### src/hw/rtl/ftrm_pkg.sv
`default_nettype none

package ftrm_pkg;

  // Field and datapath widths
  localparam int SUM_W  = 28;
  localparam int LEN_W  = 24;
  localparam int CNT_W  = 4;
  localparam int RPM_W  = 15;
  localparam int DVD_W  = 28;
  localparam int DVS_W  = 33;
  localparam int REM_W  = DVS_W + 1;
  localparam int STEP_W = 5;

  // Last step index of one restoring division (one quotient bit per step)
  localparam logic [STEP_W-1:0] DIV_LAST = STEP_W'(DVD_W - 1);

  localparam logic [CNT_W-1:0] MAX_SAMPLES      = 4'd10;
  localparam logic [DVD_W-1:0] TICKS_PER_MINUTE = 28'd60000000;
  localparam logic [RPM_W-1:0] RPM_MAX          = 15'd32767;

  // Configuration register indexes
  localparam logic [1:0] CFG_PPR     = 2'd0;
  localparam logic [1:0] CFG_SAMPLES = 2'd1;
  localparam logic [1:0] CFG_POLE    = 2'd2;
  localparam logic [1:0] CFG_TIMEOUT = 2'd3;

  // Configuration reset values
  localparam logic [3:0]       PPR_RST     = 4'd2;
  localparam logic [3:0]       SAMPLES_RST = 4'd5;
  localparam logic [1:0]       POLE_RST    = 2'd1;
  localparam logic [LEN_W-1:0] TIMEOUT_RST = 24'd1000000;

  typedef struct packed {
    logic [3:0]       ppr;
    logic [3:0]       samples;
    logic [1:0]       pole;
    logic [LEN_W-1:0] timeout;
  } cfg_t;

  // End of a reading, handed from the pulse timer to the rate calculator
  typedef struct packed {
    logic             valid;
    logic             stall;
    logic [SUM_W-1:0] sum;
  } fin_t;

  typedef struct packed {
    logic             start;
    logic [DVD_W-1:0] dividend;
    logic [DVS_W-1:0] divisor;
  } div_req_t;

  typedef struct packed {
    logic             done;
    logic [DVD_W-1:0] quotient;
  } div_rsp_t;

  typedef struct packed {
    logic             valid;
    logic [RPM_W-1:0] rpm;
    logic             stalled;
  } res_t;

  // Clamp the sample count into 1..MAX_SAMPLES
  function automatic logic [CNT_W-1:0] eff_samples(input logic [CNT_W-1:0] n);
    logic [CNT_W-1:0] r;
    r = n;
    if (n == '0) begin
      r = CNT_W'(1);
    end else if (n > MAX_SAMPLES) begin
      r = MAX_SAMPLES;
    end
    return r;
  endfunction

endpackage

`default_nettype wire

### src/hw/rtl/ftrm_div.sv
`default_nettype none

module ftrm_div (
  input  wire logic               clk,
  input  wire logic               rst_n,
  input  wire ftrm_pkg::div_req_t req,
  output ftrm_pkg::div_rsp_t      rsp
);
  import ftrm_pkg::*;

  logic [REM_W-1:0]  rem_r, rem_nxt;
  logic [DVD_W-1:0]  quo_r, quo_nxt;
  logic [DVS_W-1:0]  dvs_r, dvs_nxt;
  logic [STEP_W-1:0] step_r, step_nxt;
  logic              busy_r, busy_nxt;
  logic              done_r, done_nxt;
  logic [REM_W-1:0]  rem_sh;
  logic              fits;

  // Shift in the next dividend bit and try the subtract
  assign rem_sh = {rem_r[REM_W-2:0], quo_r[DVD_W-1]};
  assign fits   = (rem_sh >= {1'b0, dvs_r});

  always_comb begin
    rem_nxt  = rem_r;
    quo_nxt  = quo_r;
    dvs_nxt  = dvs_r;
    step_nxt = step_r;
    busy_nxt = busy_r;
    done_nxt = 1'b0;
    if (req.start) begin
      rem_nxt  = '0;
      quo_nxt  = req.dividend;
      dvs_nxt  = req.divisor;
      step_nxt = '0;
      busy_nxt = 1'b1;
    end else if (busy_r) begin
      rem_nxt = fits ? (rem_sh - {1'b0, dvs_r}) : rem_sh;
      quo_nxt = {quo_r[DVD_W-2:0], fits};
      if (step_r == DIV_LAST) begin
        busy_nxt = 1'b0;
        done_nxt = 1'b1;
      end else begin
        step_nxt = step_r + STEP_W'(1);
      end
    end
  end

  always_ff @(posedge clk) begin
    if (!rst_n) begin
      busy_r <= 1'b0;
      done_r <= 1'b0;
      step_r <= '0;
    end else begin
      busy_r <= busy_nxt;
      done_r <= done_nxt;
      step_r <= step_nxt;
    end
    rem_r <= rem_nxt;
    quo_r <= quo_nxt;
    dvs_r <= dvs_nxt;
  end

  assign rsp.done     = done_r;
  assign rsp.quotient = quo_r;

endmodule

`default_nettype wire

### src/hw/rtl/ftrm_pulse.sv
`default_nettype none

module ftrm_pulse (
  input  wire logic           clk,
  input  wire logic           rst_n,
  input  wire logic           tick,
  input  wire logic           level,
  input  wire logic           start,
  input  wire ftrm_pkg::cfg_t cfg,
  output ftrm_pkg::fin_t      fin
);
  import ftrm_pkg::*;

  localparam logic [1:0] PH_IDLE      = 2'd0;
  localparam logic [1:0] PH_WAIT_HIGH = 2'd1;
  localparam logic [1:0] PH_WAIT_LOW  = 2'd2;
  localparam logic [1:0] PH_MEASURE   = 2'd3;

  logic [1:0]       phase_r, phase_nxt;
  logic [LEN_W-1:0] wait_r, wait_nxt;
  logic [LEN_W-1:0] plen_r, plen_nxt;
  logic [SUM_W-1:0] sum_r, sum_nxt;
  logic [CNT_W-1:0] cnt_r, cnt_nxt;
  logic             first_r, first_nxt;

  logic [LEN_W-1:0] limit;
  logic [LEN_W-1:0] wait_inc;
  logic [SUM_W-1:0] sum_add;
  logic [CNT_W-1:0] cnt_inc;
  logic             ended;
  logic [LEN_W-1:0] len;

  assign limit    = (cfg.timeout == '0) ? LEN_W'(1) : cfg.timeout;
  assign wait_inc = wait_r + LEN_W'(1);
  assign sum_add  = sum_r + SUM_W'(len);
  assign cnt_inc  = cnt_r + CNT_W'(1);

  always_comb begin
    phase_nxt = phase_r;
    wait_nxt  = wait_r;
    plen_nxt  = plen_r;
    sum_nxt   = sum_r;
    cnt_nxt   = cnt_r;
    first_nxt = first_r;
    ended     = 1'b0;
    len       = '0;
    fin       = '0;
    if (tick) begin
      // Advance the pulse phase on this sample
      case (phase_r)
        PH_IDLE: begin
          if (start) begin
            sum_nxt   = '0;
            cnt_nxt   = '0;
            first_nxt = 1'b1;
            phase_nxt = PH_WAIT_HIGH;
            wait_nxt  = '0;
            plen_nxt  = '0;
          end
        end
        PH_WAIT_HIGH: begin
          if (level) phase_nxt = PH_WAIT_LOW;
        end
        PH_WAIT_LOW: begin
          if (!level) begin
            phase_nxt = PH_MEASURE;
            plen_nxt  = LEN_W'(1);
          end
        end
        PH_MEASURE: begin
          if (level) begin
            ended = 1'b1;
            len   = plen_r;
          end else begin
            plen_nxt = plen_r + LEN_W'(1);
          end
        end
        default: phase_nxt = PH_IDLE;
      endcase

      // Count toward the timeout; a timed-out pulse has length zero
      if (phase_r != PH_IDLE && !ended) begin
        wait_nxt = wait_inc;
        if (wait_inc >= limit) begin
          ended = 1'b1;
          len   = '0;
        end
      end

      // Close the pulse: qualify, accumulate or finish the reading
      if (ended) begin
        if (first_r) begin
          first_nxt = 1'b0;
          if (len == '0) begin
            phase_nxt = PH_IDLE;
            fin.valid = 1'b1;
            fin.stall = 1'b1;
          end else begin
            phase_nxt = PH_WAIT_HIGH;
            wait_nxt  = '0;
            plen_nxt  = '0;
          end
        end else begin
          sum_nxt = sum_add;
          cnt_nxt = cnt_inc;
          if (cnt_inc < eff_samples(cfg.samples)) begin
            phase_nxt = PH_WAIT_HIGH;
            wait_nxt  = '0;
            plen_nxt  = '0;
          end else begin
            phase_nxt = PH_IDLE;
            fin.valid = 1'b1;
            fin.stall = (sum_add == '0);
            fin.sum   = sum_add;
          end
        end
      end
    end
  end

  always_ff @(posedge clk) begin
    if (!rst_n) begin
      phase_r <= PH_IDLE;
      wait_r  <= '0;
      plen_r  <= '0;
      sum_r   <= '0;
      cnt_r   <= '0;
      first_r <= 1'b0;
    end else begin
      phase_r <= phase_nxt;
      wait_r  <= wait_nxt;
      plen_r  <= plen_nxt;
      sum_r   <= sum_nxt;
      cnt_r   <= cnt_nxt;
      first_r <= first_nxt;
    end
  end

endmodule

`default_nettype wire

### src/hw/rtl/ftrm_calc.sv
`default_nettype none

module ftrm_calc (
  input  wire logic               clk,
  input  wire logic               rst_n,
  input  wire ftrm_pkg::cfg_t     cfg,
  input  wire ftrm_pkg::fin_t     fin,
  input  wire ftrm_pkg::div_rsp_t div_rsp,
  input  wire logic               take,
  output ftrm_pkg::div_req_t      div_req,
  output ftrm_pkg::res_t          res,
  output logic                    idle
);
  import ftrm_pkg::*;

  localparam logic [2:0] C_IDLE     = 3'd0;
  localparam logic [2:0] C_DIV_AVG  = 3'd1;
  localparam logic [2:0] C_MUL      = 3'd2;
  localparam logic [2:0] C_DIV_RATE = 3'd3;
  localparam logic [2:0] C_DIV_POLE = 3'd4;
  localparam logic [2:0] C_HOLD     = 3'd5;

  logic [2:0]       st_r, st_nxt;
  logic [DVS_W-1:0] full_r, full_nxt;
  logic [RPM_W-1:0] rpm_r, rpm_nxt;
  logic             stl_r, stl_nxt;

  logic [3:0]       ppr_eff;
  logic [1:0]       pole_eff;
  logic [31:0]      product;
  logic [RPM_W-1:0] q_sat;

  assign ppr_eff  = (cfg.ppr == '0) ? 4'd1 : cfg.ppr;
  assign pole_eff = (cfg.pole == '0) ? 2'd1 : cfg.pole;
  // Average times pulses per rotation; the factor of two is a shift
  assign product  = 32'(div_rsp.quotient) * 32'(ppr_eff);
  assign q_sat    = (div_rsp.quotient > DVD_W'(RPM_MAX)) ? RPM_MAX
                                                         : div_rsp.quotient[RPM_W-1:0];

  always_comb begin
    st_nxt   = st_r;
    full_nxt = full_r;
    rpm_nxt  = rpm_r;
    stl_nxt  = stl_r;
    div_req  = '0;
    case (st_r)
      C_IDLE: begin
        if (fin.valid) begin
          if (fin.stall) begin
            rpm_nxt = '0;
            stl_nxt = 1'b1;
            st_nxt  = C_HOLD;
          end else begin
            div_req.start    = 1'b1;
            div_req.dividend = fin.sum;
            div_req.divisor  = DVS_W'(eff_samples(cfg.samples));
            st_nxt           = C_DIV_AVG;
          end
        end
      end
      C_DIV_AVG: begin
        if (div_rsp.done) begin
          full_nxt = {product, 1'b0};
          st_nxt   = C_MUL;
        end
      end
      C_MUL: begin
        // Average below one tick saturates the speed
        if (full_r == '0) begin
          rpm_nxt = RPM_MAX;
          stl_nxt = 1'b0;
          st_nxt  = C_HOLD;
        end else begin
          div_req.start    = 1'b1;
          div_req.dividend = TICKS_PER_MINUTE;
          div_req.divisor  = full_r;
          st_nxt           = C_DIV_RATE;
        end
      end
      C_DIV_RATE: begin
        if (div_rsp.done) begin
          if (pole_eff == 2'd1) begin
            rpm_nxt = q_sat;
            stl_nxt = 1'b0;
            st_nxt  = C_HOLD;
          end else begin
            div_req.start    = 1'b1;
            div_req.dividend = div_rsp.quotient;
            div_req.divisor  = DVS_W'(pole_eff);
            st_nxt           = C_DIV_POLE;
          end
        end
      end
      C_DIV_POLE: begin
        if (div_rsp.done) begin
          rpm_nxt = q_sat;
          stl_nxt = 1'b0;
          st_nxt  = C_HOLD;
        end
      end
      C_HOLD: begin
        if (take) st_nxt = C_IDLE;
      end
      default: st_nxt = C_IDLE;
    endcase
  end

  always_ff @(posedge clk) begin
    if (!rst_n) begin
      st_r <= C_IDLE;
    end else begin
      st_r <= st_nxt;
    end
    full_r <= full_nxt;
    rpm_r  <= rpm_nxt;
    stl_r  <= stl_nxt;
  end

  assign res.valid   = (st_r == C_HOLD);
  assign res.rpm     = rpm_r;
  assign res.stalled = stl_r;
  assign idle        = (st_r == C_IDLE);

endmodule

`default_nettype wire

### src/hw/rtl/fan_tach_rpm_meter.sv
// Result: a stalled reading goes straight to the hold state; a full one runs 28-step
//   divisions on the shared divider, with a pole division only when the divisor exceeds 1.
// Throughput: one tick transaction per cycle while in_ready is high; input is held off
//   from the end of a reading until its result moves to the output register.
// Reset: synchronous active-low rst_n; config returns to ppr 2, samples 5, pole 1,
//   timeout 1000000 ticks, and the meter returns to idle with no result pending.
`default_nettype none

module fan_tach_rpm_meter (
  input  wire logic        clk,
  input  wire logic        rst_n,
  input  wire logic        in_valid,
  output logic             in_ready,
  input  wire logic        in_tach_level,
  input  wire logic        in_start_req,
  output logic             out_valid,
  input  wire logic        out_ready,
  output logic [14:0]      out_rpm,
  output logic             out_stalled,
  input  wire logic        cfg_we,
  input  wire logic [1:0]  cfg_index,
  input  wire logic [23:0] cfg_wdata
);
  import ftrm_pkg::*;

  cfg_t             cfg_r;
  fin_t             fin;
  div_req_t         div_req;
  div_rsp_t         div_rsp;
  res_t             res;
  logic             calc_idle;
  logic             tick;
  logic             take;
  logic             out_valid_r, out_valid_nxt;
  logic [RPM_W-1:0] out_rpm_r;
  logic             out_stalled_r;

  assign in_ready = calc_idle;
  assign tick     = in_valid & in_ready;

  // Configuration writes
  always_ff @(posedge clk) begin
    if (!rst_n) begin
      cfg_r.ppr     <= PPR_RST;
      cfg_r.samples <= SAMPLES_RST;
      cfg_r.pole    <= POLE_RST;
      cfg_r.timeout <= TIMEOUT_RST;
    end else if (cfg_we) begin
      case (cfg_index)
        CFG_PPR:     cfg_r.ppr     <= cfg_wdata[3:0];
        CFG_SAMPLES: cfg_r.samples <= cfg_wdata[3:0];
        CFG_POLE:    cfg_r.pole    <= cfg_wdata[1:0];
        CFG_TIMEOUT: cfg_r.timeout <= cfg_wdata;
        default: ;
      endcase
    end
  end

  ftrm_pulse u_pulse (
    .clk   (clk),
    .rst_n (rst_n),
    .tick  (tick),
    .level (in_tach_level),
    .start (in_start_req),
    .cfg   (cfg_r),
    .fin   (fin)
  );

  ftrm_calc u_calc (
    .clk     (clk),
    .rst_n   (rst_n),
    .cfg     (cfg_r),
    .fin     (fin),
    .div_rsp (div_rsp),
    .take    (take),
    .div_req (div_req),
    .res     (res),
    .idle    (calc_idle)
  );

  ftrm_div u_div (
    .clk   (clk),
    .rst_n (rst_n),
    .req   (div_req),
    .rsp   (div_rsp)
  );

  // Move a finished result into the output register when it is empty or being read out
  assign take = res.valid & (~out_valid_r | out_ready);

  always_comb begin
    out_valid_nxt = out_valid_r;
    if (take) begin
      out_valid_nxt = 1'b1;
    end else if (out_ready) begin
      out_valid_nxt = 1'b0;
    end
  end

  always_ff @(posedge clk) begin
    if (!rst_n) begin
      out_valid_r <= 1'b0;
    end else begin
      out_valid_r <= out_valid_nxt;
    end
    if (take) begin
      out_rpm_r     <= res.rpm;
      out_stalled_r <= res.stalled;
    end
  end

  assign out_valid   = out_valid_r;
  assign out_rpm     = out_rpm_r;
  assign out_stalled = out_stalled_r;

`ifndef SYNTHESIS
  // A reading may only end while the calculator can take it
  a_fin_when_idle: assert property (@(posedge clk) disable iff (!rst_n)
    fin.valid |-> calc_idle)
    else $error("reading ended while calculator busy");

  // The divider only answers while a conversion is in flight
  a_div_done_busy: assert property (@(posedge clk) disable iff (!rst_n)
    div_rsp.done |-> !calc_idle)
    else $error("divider result with calculator idle");

  // A stalled fan always reports zero speed
  a_stall_zero: assert property (@(posedge clk) disable iff (!rst_n)
    (out_valid && out_stalled) |-> (out_rpm == '0))
    else $error("stalled result with nonzero rpm");

  // A result loaded into a full output register would drop the pending one
  a_no_overwrite: assert property (@(posedge clk) disable iff (!rst_n)
    (out_valid && !out_ready) |=> (out_valid && $stable(out_rpm)))
    else $error("pending result overwritten");
`endif

endmodule

`default_nettype wire

### config.mk
export PLATFORM = sky130hd
export DESIGN_NAME = fan_tach_rpm_meter
export DESIGN_NICKNAME = d
export VERILOG_FILES = /design/src/hw/rtl/ftrm_pkg.sv /design/src/hw/rtl/ftrm_div.sv /design/src/hw/rtl/ftrm_pulse.sv /design/src/hw/rtl/ftrm_calc.sv /design/src/hw/rtl/fan_tach_rpm_meter.sv
export SDC_FILE = /design/constraint.sdc
export NUM_CORES = 1
export LEC_CHECK = 0
export ABC_AREA = 1
export ABC_CLOCK_PERIOD_IN_PS = 14600
export BUFFER_PORTS_ARGS = -buffer_cell sky130_fd_sc_hd__buf_2
export CAP_MARGIN = 20
export CORE_ASPECT_RATIO = 1.75
export CORE_MARGIN = 8
export CORE_UTILIZATION = 65
export CTS_BUF_LIST = sky130_fd_sc_hd__clkbuf_2 sky130_fd_sc_hd__clkbuf_4 sky130_fd_sc_hd__clkbuf_8
export DETAILED_ROUTE_END_ITERATION = 12
export HOLD_SLACK_MARGIN = 0.03
export PLACE_DENSITY = 0.87
export SLEW_MARGIN = 15
export SYNTH_ARGS = -nofsm -noshare
export SYNTH_HDL_FRONTEND = slang
export SYNTH_HIERARCHICAL = 1
export SYNTH_SLANG_ARGS = --single-unit
### constraint.sdc
create_clock -name clk -period 14.6 [get_ports clk]
set_input_delay 2.19 -clock clk [delete_from_list [all_inputs] [get_ports clk]]
set_output_delay 2.19 -clock clk [all_outputs]
set_load 0.01 [all_outputs]
== Yosys cells after proc, flatten, opt, wreduce, memory -nomap -nowiden ==
Cells that the tools add are included.
Widths: inputs -> output; s select.

* $mul: 1
* $lt $le $gt $ge: 5
* Equality and inequality tests: 25
* Mux-type cells: 100
* Add/sub/neg operators: 6
* Bitwise operators: 7
* Reductions and logical operators: 29
* Shift-type cells: 0
* Div/mod/pow operators: 0

{| class="wikitable"
|+ Operators with widths
! cell !! number
|-
| $mux 24 || 21
|-
| $mux 62 || 5
|-
| $mux 28 || 7
|-
| $pmux 62 s3 || 1
|-
| $mux 15 || 7
|-
| $mux 30 || 3
|-
| $pmux 24 s3 || 1
|-
| $pmux 15 s4 || 1
|-
| $add 24x1->24 const B || 2
|-
| $logic_not 24->1 || 2
|-
| $mux 4 || 10
|-
| $ge 34x33->1 || 1
|-
| $logic_not 33->1 || 1
|-
| $mux 33 || 1
|-
| $sub 33x33->33 || 1
|-
| $mul 28x4->32 || 1
|-
| $add 28x24->28 || 1
|-
| $gt 28x15->1 const B || 1
|-
| $logic_not 28->1 || 1
|-
| $mux 1 || 26
|-
| $ge 24x24->1 || 1
|-
| $mux 3 || 7
|-
| $pmux 3 s6 || 1
|-
| $ne 2x1->1 const B || 8
|-
| 30 further kinds || 62
|}

* Bits of input ports: 33
* Word-level logic and storage cells: 196
* Bits in read-only memories: 0
* Memories: 0
* Output and inout bits: 18
* Bits in latches: 0
* Memory bits (writable): 0
* Register bits after elaboration: 286

== Depth between registers and ports, before layout ==
Gate-level depths: netlist of the first run.

* Depth in word-level cells: 19
* Mapped depth: 46
* Depth with buffers taken out: 45

== Modules after synthesis ==
The synthesis of the first run kept the hierarchy.

{| class="wikitable"
|+ Modules (own cells, without submodules)
! module !! seq. area each (um^2) !! instances !! cells each !! area an instance (um^2)
|-
| ftrm_pulse || 1,661.6 || 1 || 1,490 || 8,632.0
|-
| ftrm_calc || 1,501.4 || 1 || 1,087 || 7,100.6
|-
| ftrm_div || 2,632.5 || 1 || 988 || 6,865.3
|-
| fan_tach_rpm_meter || 1,181.1 || 1 || 225 || 1,918.1
|}

== Worst setup path after synthesis of the first run ==
OpenSTA, ideal clock, no wires.

* Kind: in2reg
* Start: input in_valid
* End: register u_div.quo_r[0], enable pin
* Path slack: 6.488 ns
* Library setup time: 0.455 ns
* Path buffers: 4
* Arrival: 7.657 ns
* Cell stages on the path: 29
* Cell sequence: nand2_1 > inv_1 > clkbuf_1 > inv_1 > clkbuf_1 > clkbuf_1 > nor2_1 > ha_1 > fa_1 > nand3_1 > nand3_1 > nand2_1 > nand2_1 > nand2_1 > nand2_1 > xor2_1 > nor2_1 > nand2_1 > nor2_1 > nand4_1 > nand2_1 > nand2_1 > nor2_1 > nor2_4 > nand2_4 > nand3_1 > nor2_1 > inv_1 > clkbuf_1

{| class="wikitable"
|+ RTL lines
! element !! RTL line !! source
|-
| start: declaration || fan_tach_rpm_meter.sv:12 || <nowiki>input wire logic in_valid,</nowiki>
|-
| end signal: assignment || ftrm_div.sv:60 || <nowiki>quo_r <= quo_nxt;</nowiki>
|-
| end: declaration || ftrm_div.sv:12 || <nowiki>logic [DVD_W-1:0] quo_r, quo_nxt;</nowiki>
|}

==> out/metrics.cfg, run 1 <==
[status]
status=finished, final reports clean

[job]
drv_cap=0

[synthesis]
synth_top_area_cell=nand2_1
synthAdderAreaFrac=0.111
yosysUniqueCellTypes=64
synth_warnings=6
synth_top_family_by_area=simple AND/OR/NAND/NOR gates
synth_area_um2=24500
async_flop_share=0
synth_top_area_frac=0.179
syn_inst=3790
synth_edf_count=125
synth_compound_area_frac=0.101
synth-xor-area-share=0.0203
synth-simple-area-share=0.340
synthFlopType=dfxtp_1
synth_top_cells_by_area=nand2_1 18%, edfxtp_1 15%, dfxtp_1 13%, inv_1 12%, ha_1 6.7%
synthMuxAreaShare=0
ys_ff_latch=286
synth_fp_nets=4008
avgSynthCellArea_um2=6.47
yosysSeqAreaShare=0.285

[timing]
rsz0062_at_grt=no
timing.final.ws_setup_ns=7.14
slew_headroom=0.372
worst_pin_slew_ns=0.939
tns_ns=0
period_share=0.511
finalSetupViolations=0
slew_viol_final=0
finClkSkew_ns=0.0349
fmax_mhz=134
hold_viol=0
min_period_ns=7.46

[layout]
multi_input_area_um2=14100
area.growth.synth_to_final_pct=5.82
final_cell_mix=1172 x nand2_1, 754 x inv_1, 304 x nor2_1, 236 x nand3_1, 207 x a21oi_1
nets=4019
seq_area_um2=6980
fillerInstances=3331
layout-drive-gt1-share=0.0675
final_common_cell=nand2_1

[cts]
post_cts_buffers=0
clkTransAtPathRegs_ns=0.06
cts.sinks=286
root_buffer=clkbuf_8
cts_resized=0
cts_tree=done
cts_buffer_depth=3
cts_made_buffers=43
worstSkewPairLatency_ns=0.59
htreeDepth=2
cts_hold_buffers=0

[power]
p_total_mw=2.50
peakVddDrop_uv=83.9
power.leakage_nw=13.9
p_per_area_nw_per_um2=96.5

[worst_setup_path]
critPathKind=input pin to flip-flop
cp.required_ns=14.89
endpoint_kind=flip-flop
crit_arrival_ns=7.75
path_max_fanout=72
start_kind=input pin

[route]
wl_per_cell_um=16.2
post-route-drc-count=0
vias_per_cell=5.55
drtAntennaViolNets=0
totalWireLength_mm=70.1
drt_iter0_markers=1851
dr.pass1.iters=6
vias=24000

[floorplan]
fp-row-count=94
dieArea_um2=44400
coreArea_um2=37400
die_h_um=273
initial_utilization=0.655
die_x_um=163
num_io_pins=51

[placed_design]
dp_slack_ns=6.75
dp_hpwl_mm=54.3
port_buffers=50
gp_congestion=1.01

[global_route]
antenna_found_initial=1
grt_use_total=0.315
grt_max_degree=73
grt_overflow=0
grt_pass1_wl_mm=113
grt_pass1_vias=23000

[min_path]
hold_class=flip-flop to flip-flop

[synth_stat cells (19+ instances only)]
| master | count |
|---|---|
| xnor2_1 | 22 |
| a22oi_1 | 19 |
| clkbuf_1 | 55 |
| nand2_1 | 1172 |
| nor2_1 | 306 |
| xor2_1 | 33 |
| fa_1 | 54 |
| nand3_1 | 237 |
| o21ai_0 | 109 |
| buf_2 | 20 |
| inv_1 | 756 |
| edfxtp_1 | 125 |
| dfxtp_1 | 161 |
| o21ai_1 | 47 |
| a21oi_1 | 208 |
| ha_1 | 131 |
| nor3_1 | 54 |
| nand3b_1 | 19 |
| nand4_1 | 57 |
[per-stage QoR]
stage | cells | utilization | hold WS [ns] | area [µm²]
global route | 4316 | 0.694 | 0.442 | 25900
detailed placement | 4236 | 0.667 | 0.405 | 25000
floorplan | 3790 | - | 0.400 | 24500
finish | 4316 | 0.694 | 0.429 | 25900
CTS | 4315 | 0.694 | 0.431 | 25900
global placement | 4236 | 0.667 | 0.415 | 25000
[metal layers]
layer | wire [µm] | global-route usage | vias up
met5 | 0 | 0 | -
met4 | 5720 | 0.238 | 0
met3 | 3920 | 0.0371 | 307
met2 | 34700 | 0.558 | 885
met1 | 25700 | 0.337 | 10900
li1 | - | - | 11900
[where the power goes]
part           total [mW]  internal, mW  switching [mW]
clock               0.752         0.417           0.336
combinational       0.762         0.240           0.522
sequential          0.989         0.910          0.0788
total                2.50          1.57           0.936
[state kept, by name, indices dropped and copies added, names as in the netlist, 2 cells and up]
register / flops
cfg_r: 34
out_rpm: 15
u_calc/full_r: 32
u_calc/rpm_r: 15
u_calc/st_r: 3
u_div/dvs_r: 33
u_div/quo_r: 28
u_div/rem_r: 33
u_div/step_r: 5
u_pulse/cnt_r: 4
u_pulse/phase_r: 2
u_pulse/plen_r: 24
u_pulse/sum_r: 28
u_pulse/wait_r: 24
[cells by family after synthesis]
family / Yosys count
AOI/OAI and AO/OA: 442
xor gates and xnor gates: 56
adders and majority gates: 185
buffers and inverters: 881
DFF: 286
and+or+nand+nor: 1940
[path summary, 6_finish.rpt]
path | to | cells after the start | slack (ns) | startpoint
setup / recovery | u_div/quo_r[0] | 28 | 7.14 | in_valid
setup reg to reg | u_div/quo_r[0] | 39 | 7.30 | u_pulse/wait_r[2]
hold reg to reg | out_rpm[14] | 0 | 0.43 | u_calc/rpm_r[14]
hold / removal | out_rpm[14] | 0 | 0.43 | u_calc/rpm_r[14]
[area by class of cell]
class	count	area share
Antenna cell	1	0.0000965
Clock buffer	59	0.0296
Clock inverter	20	0.00820
Inverter	775	0.112
Multi-Input combinational cell	2623	0.542
Sequential cell	286	0.269
Tap cell	480	0.0232
Timing Repair Buffer	72	0.0160
[worst max-delay path: stages]
cell     delay (ns)
buf_2          0.09
nand2_1        0.07
inv_2          0.04
buf_4          0.32
inv_2          0.36
buf_4          0.50
nor2_1         0.11
ha_1           0.28
fa_1           0.46
nand3_1        0.11
nand3_1        0.17
nand4_1        0.24
nand3_1        0.12
nand2_1        0.09
nand2_1        0.10
nor2_1         0.10
nand2_1        0.09
nor2_1         0.09
nand4_1        0.11
nand2_1        0.09
nand2_1        0.05
nor2_1         0.23
nor2_4         0.09
nand2_4        0.11
nand3_2        0.09
buf_4          0.40
inv_1          0.79
a31oi_1        0.19
Power figures use the tool's default switching activity.
==> inputs of run 2 (changes only) <==
Settings changed: ABC_CLOCK_PERIOD_IN_PS 14600 to 7700.
Clock period 14.6 ns to 7.7 ns, I/O delays scaled along.
==> run 2 against run 1 <==
Net effect:
- clock skew grew 0.0067 ns
- largest power group unchanged
- largest cell class unchanged
- routed wire length grew 2.0%
- count of clock-buffer cells in the layout is the same
- sequential share of layout area up 0.10 points
- via count up 1.5%
==> out/metrics.cfg, run 2 (same netlist as run 1, synthesis figures left out) <==
[cts]
cts_resized=0
cts_hold_buffers=0
worstSkewPairLatency_ns=0.59
cts_tree=done
cts_made_buffers=44
post_cts_buffers=0
cts.sinks=286
clkTransAtPathRegs_ns=0.06
htreeDepth=2
cts_buffer_depth=3
root_buffer=clkbuf_8

[timing]
fmax_mhz=145
rsz0062_at_grt=no
slew_headroom=0.354
finalSetupViolations=0
min_period_ns=6.88
slew_viol_final=0
period_share=0.893
hold_viol=0
finClkSkew_ns=0.0416
tns_ns=0
worst_pin_slew_ns=0.966

[worst_setup_path]
path_max_fanout=63
max_stage_delay_ns=0.60
r2r-end=u_div/quo_r[25]
r2r_slack_ns=0.82
crit_family=simple AND/OR/NAND/NOR gates
cp_num_cells=42
rr_startpoint=u_pulse/wait_r[0]
critPathKind=flip-flop to flip-flop
critical_path.startpoint=u_pulse/wait_r[0]
crit_arrival_ns=7.18
crit_top_cell=nand2_1
endpoint_kind=flip-flop
crit_buf_inv=5
setup.worst_path.end=u_div/quo_r[25]
start_kind=flip-flop
cp.required_ns=8.01
r2r_cells=42
cpMaxStageDelayCell=buf_4

[route]
drtAntennaViolNets=0
totalWireLength_mm=71.5
vias=24300
drt_iter0_markers=2182
post-route-drc-count=0
wl_per_cell_um=16.6
dr.pass1.iters=6
vias_per_cell=5.63

[floorplan]
num_io_pins=51
coreArea_um2=37400
fp-row-count=94
die_x_um=163
dieArea_um2=44400
die_h_um=273
initial_utilization=0.655

[global_route]
grt_use_total=0.319
grt_pass1_wl_mm=115
grt_pass1_vias=23700
grt_max_degree=72
grt_overflow=0
antenna_found_initial=1

[power]
p_total_mw=4.63
p_per_area_nw_per_um2=179
peakVddDrop_uv=133
power.leakage_nw=13.8

[layout]
final_cell_mix=1172 x nand2_1, 754 x inv_1, 304 x nor2_1, 236 x nand3_1, 207 x a21oi_1
stdcell_area_um2=25800
final_common_cell=nand2_1
nets=4018
largest_register_ffs=34
reg.largest.list=cfg_r (34), u_div/dvs_r (33), u_div/rem_r (33)
area.growth.synth_to_final_pct=5.41
largest-register=cfg_r
layout-drive-gt1-share=0.0662

[min_path]
hold_class=flip-flop to flip-flop
hold_depth=0

[job]
drv_cap=0

[placed_design]
placed_cell_area_um2=25000
dp_hpwl_mm=54.5
port_buffers=50
gp_congestion=1.05

[status]
status=finished, final reports clean

run 2: cell types whose count changed in the layout (fill, tap and decap cells not counted), sizes merged:
cell / delta
clkinv: +4
bufinv: -3
buf: -2
clkinvlp: +1
inv: +1
run 2: where the power goes:
group / leakage, nW / switching [mW] / internal, mW
Combinational: 10.9 / 1.00 / 0.458
Clock: 0.465 / 0.628 / 0.663
Sequential: 2.45 / 0.152 / 1.73
Total: 13.8 / 1.78 / 2.85
run 2: how the worst min path moves through the flow:
stage,to,startpoint
5_1_grt,out_rpm[1],u_calc/rpm_r[1]
4_1_cts,out_rpm[1],u_calc/rpm_r[1]
3_5_place_dp,out_rpm[5],u_calc/rpm_r[5]
2_1_floorplan,out_rpm[0],u_calc/rpm_r[0]
3_3_place_gp,out_rpm[3],u_calc/rpm_r[3]
6_report,out_rpm[1],u_calc/rpm_r[1]
run 2: cell type report:
cell class / count / area, µm²
Clock buffer: 59 / 731
Sequential cell: 286 / 6980
Fill cell: 3354 / 11600
Timing Repair Buffer: 70 / 413
Clock inverter: 23 / 153
Antenna cell: 1 / 2.50
Inverter: 775 / 2910
Multi-Input combinational cell: 2623 / 14100
Tap cell: 480 / 601
run 2: layer usage:
layer	share of wire	vias up	global-route usage
met5	0	-	0
met4	0.074	0	0.232
met3	0.066	325	0.0390
met2	0.49	1027	0.565
met1	0.37	11100	0.345
li1	-	11900	-
run 2: per-stage QoR:
stage                     setup WS [ns]   util  instances  hold slack [ns]
final                             0.825  0.691       4317            0.410
after global routing              0.265  0.691       4317            0.421
after CTS                         0.919  0.691       4316            0.399
after detailed placement           1.01  0.667       4234            0.408
after global placement             1.29  0.667       4234            0.403
after floorplan                   0.448      -       3790            0.400
run 2: worst reg2reg max path, delay by kind of cell, from the launching register on:
family	cells	cell delay [ns]
AOI/OAI and AO/OA	1	0.24
xor gates and xnor gates	1	0.22
adders and majority gates	4	1.26
buffers and inverters	5	1.30
DFF	1	0.42
and+or+nand+nor	31	3.14
